### src/rtl/ptc_pkg.sv
`timescale 1ns / 1ps

package ptc_pkg;

   // Field widths
   localparam int SAMPLE_W = 10;
   localparam int DUTY_W   = 10;
   localparam int REG_W    = 16;
   localparam int BTN_W    = 4;

   // Working widths inside the datapath
   localparam int TEMP_W   = 12;   // -150 .. 1128
   localparam int QUOT_W   = 13;   // -3276 .. 3276
   localparam int ERR_W    = 14;   // -4404 .. 3426
   localparam int HEAT_W   = REG_W + ERR_W;

   // Button bit positions, in the order they are handled
   localparam int BTN_COARSE_UP   = 0;
   localparam int BTN_COARSE_DOWN = 1;
   localparam int BTN_FINE_UP     = 2;
   localparam int BTN_TOGGLE      = 3;

   // Reset values and steps
   localparam logic [REG_W-1:0] SETPOINT_RESET = 16'd4200;
   localparam logic [REG_W-1:0] GAIN_RESET     = 16'd90;
   localparam logic [REG_W-1:0] COARSE_STEP    = 16'd100;
   localparam logic [REG_W-1:0] FINE_STEP      = 16'd10;

   // Temperature offset and duty limit
   localparam logic signed [TEMP_W-1:0] TEMP_OFFSET = 12'sd150;
   localparam logic [DUTY_W-1:0]        DUTY_MAX    = 10'd1023;

   // Divide by ten: multiply by ceil(2^19 / 10), exact for 16-bit magnitudes
   localparam logic [REG_W-1:0] DIV10_RECIP = 16'd52429;
   localparam int               DIV10_SHIFT = 19;

   // Clamp a signed value to the duty range 0..1023
   function automatic logic [DUTY_W-1:0] clamp_duty(input logic signed [HEAT_W-1:0] v);
      logic [DUTY_W-1:0] res;
      if (v < 0) begin
         res = '0;
      end else if (v > $signed({{(HEAT_W-DUTY_W){1'b0}}, DUTY_MAX})) begin
         res = DUTY_MAX;
      end else begin
         res = v[DUTY_W-1:0];
      end
      return res;
   endfunction

endpackage

### src/rtl/ptc_req_if.sv
`timescale 1ns / 1ps

interface ptc_req_if
   import ptc_pkg::*;
   ();
   logic                valid;
   logic                ready;
   logic                btn_coarse_up;
   logic                btn_coarse_down;
   logic                btn_fine_up;
   logic                btn_toggle;
   logic [SAMPLE_W-1:0] temp_sample;
   logic [SAMPLE_W-1:0] cooler_sample;

   modport source (
      output valid, btn_coarse_up, btn_coarse_down, btn_fine_up, btn_toggle,
             temp_sample, cooler_sample,
      input  ready
   );

   modport sink (
      input  valid, btn_coarse_up, btn_coarse_down, btn_fine_up, btn_toggle,
             temp_sample, cooler_sample,
      output ready
   );
endinterface

### src/rtl/ptc_rsp_if.sv
`timescale 1ns / 1ps

interface ptc_rsp_if
   import ptc_pkg::*;
   ();
   logic                     valid;
   logic                     ready;
   logic [DUTY_W-1:0]        heater_duty;
   logic [DUTY_W-1:0]        cooler_duty;
   logic [DUTY_W-1:0]        temperature_shown;
   logic signed [REG_W-1:0]  setpoint_now;
   logic signed [REG_W-1:0]  gain_now;
   logic                     editing_gain;

   modport source (
      output valid, heater_duty, cooler_duty, temperature_shown, setpoint_now,
             gain_now, editing_gain,
      input  ready
   );

   modport sink (
      input  valid, heater_duty, cooler_duty, temperature_shown, setpoint_now,
             gain_now, editing_gain,
      output ready
   );
endinterface

### src/rtl/proportional_temperature_controller.sv
`timescale 1ns / 1ps

// Channel   | Modport | Moves
// ----------+---------+-----------------------------------------------------
// req_chan  | sink    | button levels, temperature and cooler samples
// rsp_chan  | source  | heater/cooler duty, temperature, setpoint, gain, mode
//
// One request per cycle sustained while the result side takes results; each
// accepted request passes the state update, the divide-by-ten multiply, then
// the gain multiply into the result register.
// The gain multiply between the second stage and the result register sets
// the clock limit.
// Synchronous active-high reset: setpoint 4200, gain 90, gain editing, no
// buttons held, pipeline empty.
// Each stage moves on when the next one is empty or moving, so a stalled
// result still lets up to two further requests in.

module proportional_temperature_controller
   import ptc_pkg::*;
(
   input  logic       clock,
   input  logic       reset,
   ptc_req_if.sink    req_chan,
   ptc_rsp_if.source  rsp_chan
);

   // Controller state, also the stage-one payload
   logic [BTN_W-1:0]    btn_prev_ff, btn_prev_in;
   logic [REG_W-1:0]    setpoint_ff, setpoint_in;
   logic [REG_W-1:0]    gain_ff, gain_in;
   logic                sel_gain_ff, sel_gain_in;
   logic [SAMPLE_W-1:0] temp_sample_ff;
   logic [SAMPLE_W-1:0] cooler_sample_ff;
   logic                s1_valid_ff, s1_valid_in;

   // Stage two
   logic signed [TEMP_W-1:0] temp_ff;
   logic signed [QUOT_W-1:0] quot_ff;
   logic signed [REG_W-1:0]  s2_gain_ff;
   logic [REG_W-1:0]         s2_setpoint_ff;
   logic                     s2_sel_gain_ff;
   logic [SAMPLE_W-1:0]      s2_cooler_ff;
   logic                     s2_valid_ff, s2_valid_in;

   // Result register
   logic                     rsp_valid_ff, rsp_valid_in;

   // Stage enables
   logic s1_en, s2_en, s3_en;
   logic req_accept;

   assign s3_en      = !rsp_valid_ff || rsp_chan.ready;
   assign s2_en      = !s2_valid_ff || s3_en;
   assign s1_en      = !s1_valid_ff || s2_en;
   assign req_accept = req_chan.valid && s1_en;

   assign req_chan.ready = s1_en;
   assign rsp_chan.valid = rsp_valid_ff;

   // Button edges and register adjust
   logic [BTN_W-1:0] btn_now;
   logic [BTN_W-1:0] btn_rise;
   logic [REG_W-1:0] delta;
   logic [REG_W-1:0] adjusted;

   assign btn_now  = {req_chan.btn_toggle, req_chan.btn_fine_up,
                      req_chan.btn_coarse_down, req_chan.btn_coarse_up};
   assign btn_rise = btn_now & ~btn_prev_ff;

   always_comb begin
      delta = '0;
      if (btn_rise[BTN_COARSE_UP]) begin
         delta = delta + COARSE_STEP;
      end
      if (btn_rise[BTN_COARSE_DOWN]) begin
         delta = delta - COARSE_STEP;
      end
      if (btn_rise[BTN_FINE_UP]) begin
         delta = delta + FINE_STEP;
      end
      adjusted = (sel_gain_ff ? gain_ff : setpoint_ff) + delta;
   end

   // State next values; toggle acts after the adjusts
   always_comb begin
      btn_prev_in = btn_prev_ff;
      setpoint_in = setpoint_ff;
      gain_in     = gain_ff;
      sel_gain_in = sel_gain_ff;
      if (req_accept) begin
         btn_prev_in = btn_now;
         if (sel_gain_ff) begin
            gain_in = adjusted;
         end else begin
            setpoint_in = adjusted;
         end
         sel_gain_in = sel_gain_ff ^ btn_rise[BTN_TOGGLE];
      end
   end

   assign s1_valid_in  = s1_en ? req_chan.valid : s1_valid_ff;
   assign s2_valid_in  = s2_en ? s1_valid_ff : s2_valid_ff;
   assign rsp_valid_in = s3_en ? s2_valid_ff : rsp_valid_ff;

   always_ff @(posedge clock) begin
      if (reset) begin
         btn_prev_ff  <= '0;
         setpoint_ff  <= SETPOINT_RESET;
         gain_ff      <= GAIN_RESET;
         sel_gain_ff  <= 1'b1;
         s1_valid_ff  <= 1'b0;
         s2_valid_ff  <= 1'b0;
         rsp_valid_ff <= 1'b0;
      end else begin
         btn_prev_ff  <= btn_prev_in;
         setpoint_ff  <= setpoint_in;
         gain_ff      <= gain_in;
         sel_gain_ff  <= sel_gain_in;
         s1_valid_ff  <= s1_valid_in;
         s2_valid_ff  <= s2_valid_in;
         rsp_valid_ff <= rsp_valid_in;
      end
   end

   always_ff @(posedge clock) begin
      if (req_accept) begin
         temp_sample_ff   <= req_chan.temp_sample;
         cooler_sample_ff <= req_chan.cooler_sample;
      end
   end

   // Stage two: scaled temperature and setpoint / 10 toward zero
   logic [SAMPLE_W+3:0]       temp_x10;
   logic signed [TEMP_W-1:0]  temp_calc;
   logic                      sp_neg;
   logic [REG_W-1:0]          sp_mag;
   logic [2*REG_W-1:0]        recip_prod;
   logic [QUOT_W-2:0]         quot_mag;
   logic signed [QUOT_W-1:0]  quot_calc;

   always_comb begin
      temp_x10   = {4'b0, temp_sample_ff} * 14'd10;
      temp_calc  = $signed({1'b0, temp_x10[SAMPLE_W+3:3]}) - TEMP_OFFSET;
      sp_neg     = setpoint_ff[REG_W-1];
      sp_mag     = sp_neg ? (~setpoint_ff + 16'd1) : setpoint_ff;
      recip_prod = sp_mag * DIV10_RECIP;
      quot_mag   = recip_prod[DIV10_SHIFT +: (QUOT_W-1)];
      quot_calc  = sp_neg ? -$signed({1'b0, quot_mag}) : $signed({1'b0, quot_mag});
   end

   always_ff @(posedge clock) begin
      if (s2_en && s1_valid_ff) begin
         temp_ff        <= temp_calc;
         quot_ff        <= quot_calc;
         s2_gain_ff     <= $signed(gain_ff);
         s2_setpoint_ff <= setpoint_ff;
         s2_sel_gain_ff <= sel_gain_ff;
         s2_cooler_ff   <= cooler_sample_ff;
      end
   end

   // Stage three: error, gain product and clamps
   logic signed [ERR_W-1:0]  err;
   logic signed [HEAT_W-1:0] heat;

   always_comb begin
      err  = ERR_W'(quot_ff) - ERR_W'(temp_ff);
      heat = s2_gain_ff * err;
   end

   always_ff @(posedge clock) begin
      if (s3_en && s2_valid_ff) begin
         rsp_chan.heater_duty       <= clamp_duty(heat);
         rsp_chan.cooler_duty       <= s2_cooler_ff;
         rsp_chan.temperature_shown <= clamp_duty(HEAT_W'(temp_ff));
         rsp_chan.setpoint_now      <= $signed(s2_setpoint_ff);
         rsp_chan.gain_now          <= s2_gain_ff;
         rsp_chan.editing_gain      <= s2_sel_gain_ff;
      end
   end

`ifndef SYNTH
   // Reset loads the documented state
   assert property (@(posedge clock) reset |=>
      setpoint_ff == SETPOINT_RESET && gain_ff == GAIN_RESET && sel_gain_ff)
      else $error("state not at reset values after reset");

   // Without a request the controller state holds
   assert property (@(posedge clock) disable iff (reset) !req_accept |=>
      $stable(setpoint_ff) && $stable(gain_ff) && $stable(sel_gain_ff))
      else $error("controller state changed without a request");

   // Held buttons change neither setpoint nor gain
   assert property (@(posedge clock) disable iff (reset)
      req_accept && btn_rise == '0 |=> $stable(setpoint_ff) && $stable(gain_ff))
      else $error("setpoint or gain changed without a rising button");

   // A toggle edge flips the edit target
   assert property (@(posedge clock) disable iff (reset)
      req_accept && btn_rise[BTN_TOGGLE] |=> sel_gain_ff != $past(sel_gain_ff))
      else $error("toggle edge did not flip the edit target");
`endif

endmodule

### src/flat_wrapper.sv
// flat-port wrapper written by rule: the top's interface ports become plain ports
module proportional_temperature_controller_flat import ptc_pkg::*;
  (clock, reset, req_chan_valid, req_chan_btn_coarse_up, req_chan_btn_coarse_down, req_chan_btn_fine_up, req_chan_btn_toggle, req_chan_temp_sample, req_chan_cooler_sample, req_chan_ready, rsp_chan_valid, rsp_chan_heater_duty, rsp_chan_cooler_duty, rsp_chan_temperature_shown, rsp_chan_setpoint_now, rsp_chan_gain_now, rsp_chan_editing_gain, rsp_chan_ready);
  ptc_req_if req_chan_i ();
  ptc_rsp_if rsp_chan_i ();
  input  logic clock;
  input  logic reset;
  input wire logic [$bits(req_chan_i.valid)-1:0] req_chan_valid;
  input wire logic [$bits(req_chan_i.btn_coarse_up)-1:0] req_chan_btn_coarse_up;
  input wire logic [$bits(req_chan_i.btn_coarse_down)-1:0] req_chan_btn_coarse_down;
  input wire logic [$bits(req_chan_i.btn_fine_up)-1:0] req_chan_btn_fine_up;
  input wire logic [$bits(req_chan_i.btn_toggle)-1:0] req_chan_btn_toggle;
  input wire logic [$bits(req_chan_i.temp_sample)-1:0] req_chan_temp_sample;
  input wire logic [$bits(req_chan_i.cooler_sample)-1:0] req_chan_cooler_sample;
  output wire logic [$bits(req_chan_i.ready)-1:0] req_chan_ready;
  output wire logic [$bits(rsp_chan_i.valid)-1:0] rsp_chan_valid;
  output wire logic [$bits(rsp_chan_i.heater_duty)-1:0] rsp_chan_heater_duty;
  output wire logic [$bits(rsp_chan_i.cooler_duty)-1:0] rsp_chan_cooler_duty;
  output wire logic [$bits(rsp_chan_i.temperature_shown)-1:0] rsp_chan_temperature_shown;
  output wire logic [$bits(rsp_chan_i.setpoint_now)-1:0] rsp_chan_setpoint_now;
  output wire logic [$bits(rsp_chan_i.gain_now)-1:0] rsp_chan_gain_now;
  output wire logic [$bits(rsp_chan_i.editing_gain)-1:0] rsp_chan_editing_gain;
  input wire logic [$bits(rsp_chan_i.ready)-1:0] rsp_chan_ready;
  assign req_chan_i.valid = req_chan_valid;
  assign req_chan_i.btn_coarse_up = req_chan_btn_coarse_up;
  assign req_chan_i.btn_coarse_down = req_chan_btn_coarse_down;
  assign req_chan_i.btn_fine_up = req_chan_btn_fine_up;
  assign req_chan_i.btn_toggle = req_chan_btn_toggle;
  assign req_chan_i.temp_sample = req_chan_temp_sample;
  assign req_chan_i.cooler_sample = req_chan_cooler_sample;
  assign req_chan_ready = req_chan_i.ready;
  assign rsp_chan_valid = rsp_chan_i.valid;
  assign rsp_chan_heater_duty = rsp_chan_i.heater_duty;
  assign rsp_chan_cooler_duty = rsp_chan_i.cooler_duty;
  assign rsp_chan_temperature_shown = rsp_chan_i.temperature_shown;
  assign rsp_chan_setpoint_now = rsp_chan_i.setpoint_now;
  assign rsp_chan_gain_now = rsp_chan_i.gain_now;
  assign rsp_chan_editing_gain = rsp_chan_i.editing_gain;
  assign rsp_chan_i.ready = rsp_chan_ready;
  proportional_temperature_controller u_core (.clock(clock), .reset(reset), .req_chan(req_chan_i), .rsp_chan(rsp_chan_i));
endmodule
### config.mk
export PLATFORM = sky130hd
export DESIGN_NAME = proportional_temperature_controller_flat
export DESIGN_NICKNAME = d
export VERILOG_FILES = /design/src/rtl/ptc_pkg.sv /design/src/rtl/ptc_req_if.sv /design/src/rtl/ptc_rsp_if.sv /design/src/rtl/proportional_temperature_controller.sv /design/src/flat_wrapper.sv
export SDC_FILE = /design/constraint.sdc
export NUM_CORES = 1
export LEC_CHECK = 0
export BUFFER_PORTS_ARGS = -buffer_cell sky130_fd_sc_hd__buf_2
export CORE_UTILIZATION = 34
export CTS_CLUSTER_SIZE = 40
export DETAILED_ROUTE_END_ITERATION = 6
export HOLD_SLACK_MARGIN = 0.06
export PLACE_DENSITY = 0.49
export REMOVE_ABC_BUFFERS = 1
export SLEW_MARGIN = 20
export SYNTH_ARGS = -nofsm -noshare
export SYNTH_HDL_FRONTEND = slang
export SYNTH_SLANG_ARGS = --single-unit
### constraint.sdc
create_clock -name clock -period 17 [get_ports clock]
set_clock_uncertainty 0.15 [all_clocks]
set_input_delay 3.4 -clock clock [delete_from_list [all_inputs] [get_ports clock]]
set_output_delay 3.4 -clock clock [all_outputs]
set_load 0.03 [all_outputs]
==> results.json <==
{
  "drt_iter0_markers": 700,
  "period_needed_ns": 9.78,
  "via_per_inst": 4.79,
  "cap_violations": 0,
  "worst_slew_pin_slew_ns": 0.980,
  "worst_ep_required_time_ns": 17.00,
  "crit_type": "flop to flop",
  "synth_edf_count": 151,
  "wl_per_cell_um": 16.8,
  "fmax_mhz": 102,
  "path_max_fanout": 16,
  "drive_above_1_share_pct": 8.27,
  "status": "finished clean",
  "cts.sinks": 191,
  "critPathMaxStageDelay_ns": 0.70,
  "final_antenna_net_count": 0,
  "core_area_mm2": 0.0630,
  "clock_path_buffers": 2,
  "met2_usage_pct": 27.4,
  "numCtsBuffers": 17,
  "rr_endpoint": "u_core.rsp_chan.heater_duty[4]",
  "min_path_type": "flop to flop",
  "dpl.hpwl_mm": 41.3,
  "globalRouteOverflowTotal": 0,
  "synth_top_cell_by_area": "fa_1",
  "grt_usage_pct": 16.4,
  "initial_core_util_pct": 34.3,
  "antenna_found_initial": 0,
  "critPathArrivalTime_ns": 9.78,
  "endpoint_kind": "flop",
  "final_common_cell": "inv_1",
  "setup_violations": 0,
  "holdBufCountCts": 0,
  "clk_latency_ns": 0.45,
  "final_cell_mix": "inv_1, fa_1, ha_1",
  "area_growth_pct": 9.45,
  "relSlewSlack_pct": 34.5,
  "r2r-start": "u_core.temp_ff[0]",
  "ff2ff_path_depth": 33,
  "nets": 2767,
  "hold_depth": 0,
  "hold_viol": 0,
  "htreeDepth": 4,
  "clock-root-buffer": "clkbuf_16",
  "drt_wl_total_mm": 51.1,
  "std_cell_rows": 92,
  "drtPass1Iterations": 7,
  "vias": 14600,
  "holdCritStartpoint": "u_core.s2_cooler_ff[4]",
  "first_global_vias": 15400,
  "tritoncts": "built",
  "io_buffers": 92,
  "synthArstFlopShare_pct": 0,
  "die_height_um": 254,
  "n_antenna_cell": 0,
  "min_to": "u_core.rsp_chan.cooler_duty[4]",
  "cp_slowest_cell": "xor2_2",
  "gr-usage-met1_pct": 22.4,
  "fillerInstances": 6341,
  "syn_area_mm2": 0.0216,
  "ys_ff_latch": 191,
  "rrSetupSlack_ns": 7.22,
  "grt_max_degree": 69,
  "cts_resized": 0,
  "yosys-top-cells-area": "fa_1, edfxtp_1, ha_1",
  "fin_crit_sh_pct": 57.5,
  "io_pins": 93,
  "die_x_um": 254,
  "fin_tns_setup_ns": 0,
  "post_cts_buffers": 0,
  "path_common_cell": "fa_1",
  "ys_types": 81,
  "ys_seq_area_share_pct": 24.7,
  "synthCells": 2122,
  "synth.top_cell.area_share_pct": 28.1,
  "synth_flop_cell": "edfxtp_1",
  "drc_errors": 0,
  "slew_viol_final": 0,
  "clk_pin_slew_ns": 0.07,
  "grt_pass1_wl_mm": 82.5,
  "utilization_pct": 37.6,
  "die-area_mm2": 0.0646,
  "grt-busiest-layer": "met2",
  "critPathLaunchType": "flop",
  "seqCellArea_mm2": 0.00534,
  "rsz0062_at_grt": "false",
  "syn_avg_cell_area_um2": 10.2,
  "yosysWarnings": 0,
  "place_congestion": 0.838,
  "multi_input_area_mm2": 0.0146,
  "use_met3_pct": 1.99
}
==> metal layers <==
metal / vias to the layer above / part of all wire [%]
met1: 7284 / 47
li1: 6998 / -
met3: 70 / 3.2
met4: 0 / 2.0
met5: - / 0
met2: 245 / 48
==> synthesized netlist by cell type, drive strengths merged (10+ instances only) <==
master,number
a211oi,10
a21o,21
a21oi,104
a31oi,10
and2,61
clkbuf,56
dfxtp,40
edfxtp,151
fa,303
ha,247
inv,402
mux2,13
nand2,222
nand2b,23
nand3,19
nand4,10
nor2,80
nor2b,46
nor3,21
o21a,12
o21ai,51
o31ai,12
or2,12
xnor2,68
xor2,26
==> logic make-up after synthesis <==
group           share of synthesized area (%)
compound gates                           8.42
flops                                    24.7
xor+xnor                                 3.88
mux                                     0.862
fa+ha+maj                                42.3
buf+inv                                  8.04
simple gates                             11.8
==> area by class of cell <==
cell class | count | area share (%)
Clock buffer | 19 | 2.01
Inverter | 403 | 6.39
Timing Repair Buffer | 106 | 2.39
Multi-Input combinational cell | 1470 | 61.6
Tap cell | 846 | 4.47
Sequential cell | 191 | 22.5
Clock inverter | 13 | 0.608
==> worst max-delay path, delay by kind of cell (launching register included) <==
family,cells,cell delay (ns)
buffers and inverters,5,0.43
adder cells (fa/ha/maj),9,3.91
flip-flops,1,0.40
AO/OA/AOI/OAI,11,2.49
AND/OR/NAND/NOR,7,1.40
XOR/XNOR,1,0.70
==> stage by stage <==
stage / hold slack (ns) / setup WS (ns) / std cells / cell area, um2
after floorplan: 0.250 / 7.82 / 2064 / 21400
after global placement: 0.251 / 7.04 / 3016 / 23000
after detailed placement: 0.255 / 7.26 / 3016 / 23000
after CTS: 0.271 / 7.22 / 3048 / 23700
after global routing: 0.276 / 6.46 / 3048 / 23700
final: 0.271 / 7.22 / 3048 / 23700
==> sequential cells by signal, summed over array words and instances, names as in the netlist, 4 cells and up <==
| signal | count |
|---|---|
| u_core.btn_prev_ff | 4 |
| u_core.cooler_sample_ff | 10 |
| u_core.gain_ff | 16 |
| u_core.quot_ff | 13 |
| u_core.rsp_chan.cooler_duty | 10 |
| u_core.rsp_chan.gain_now | 16 |
| u_core.rsp_chan.heater_duty | 10 |
| u_core.rsp_chan.setpoint_now | 16 |
| u_core.rsp_chan.temperature_shown | 10 |
| u_core.s2_cooler_ff | 10 |
| u_core.s2_gain_ff | 16 |
| u_core.s2_setpoint_ff | 16 |
| u_core.setpoint_ff | 16 |
| u_core.temp_ff | 12 |
| u_core.temp_sample_ff | 10 |
==> how the worst max path moves through the flow <==
stage | from | endpoint
global placement | u_core.temp_ff[0] | u_core.rsp_chan.heater_duty[3]
detailed placement | u_core.temp_ff[0] | u_core.rsp_chan.heater_duty[4]
floorplan | rsp_chan_ready | u_core.quot_ff[0]
global route | u_core.temp_ff[0] | u_core.rsp_chan.heater_duty[4]
CTS | u_core.temp_ff[0] | u_core.rsp_chan.heater_duty[4]
finish | u_core.temp_ff[0] | u_core.rsp_chan.heater_duty[4]
Power is not shown: default switching activity piles up to over one toggle a cycle in this logic, so the estimate is an artifact.
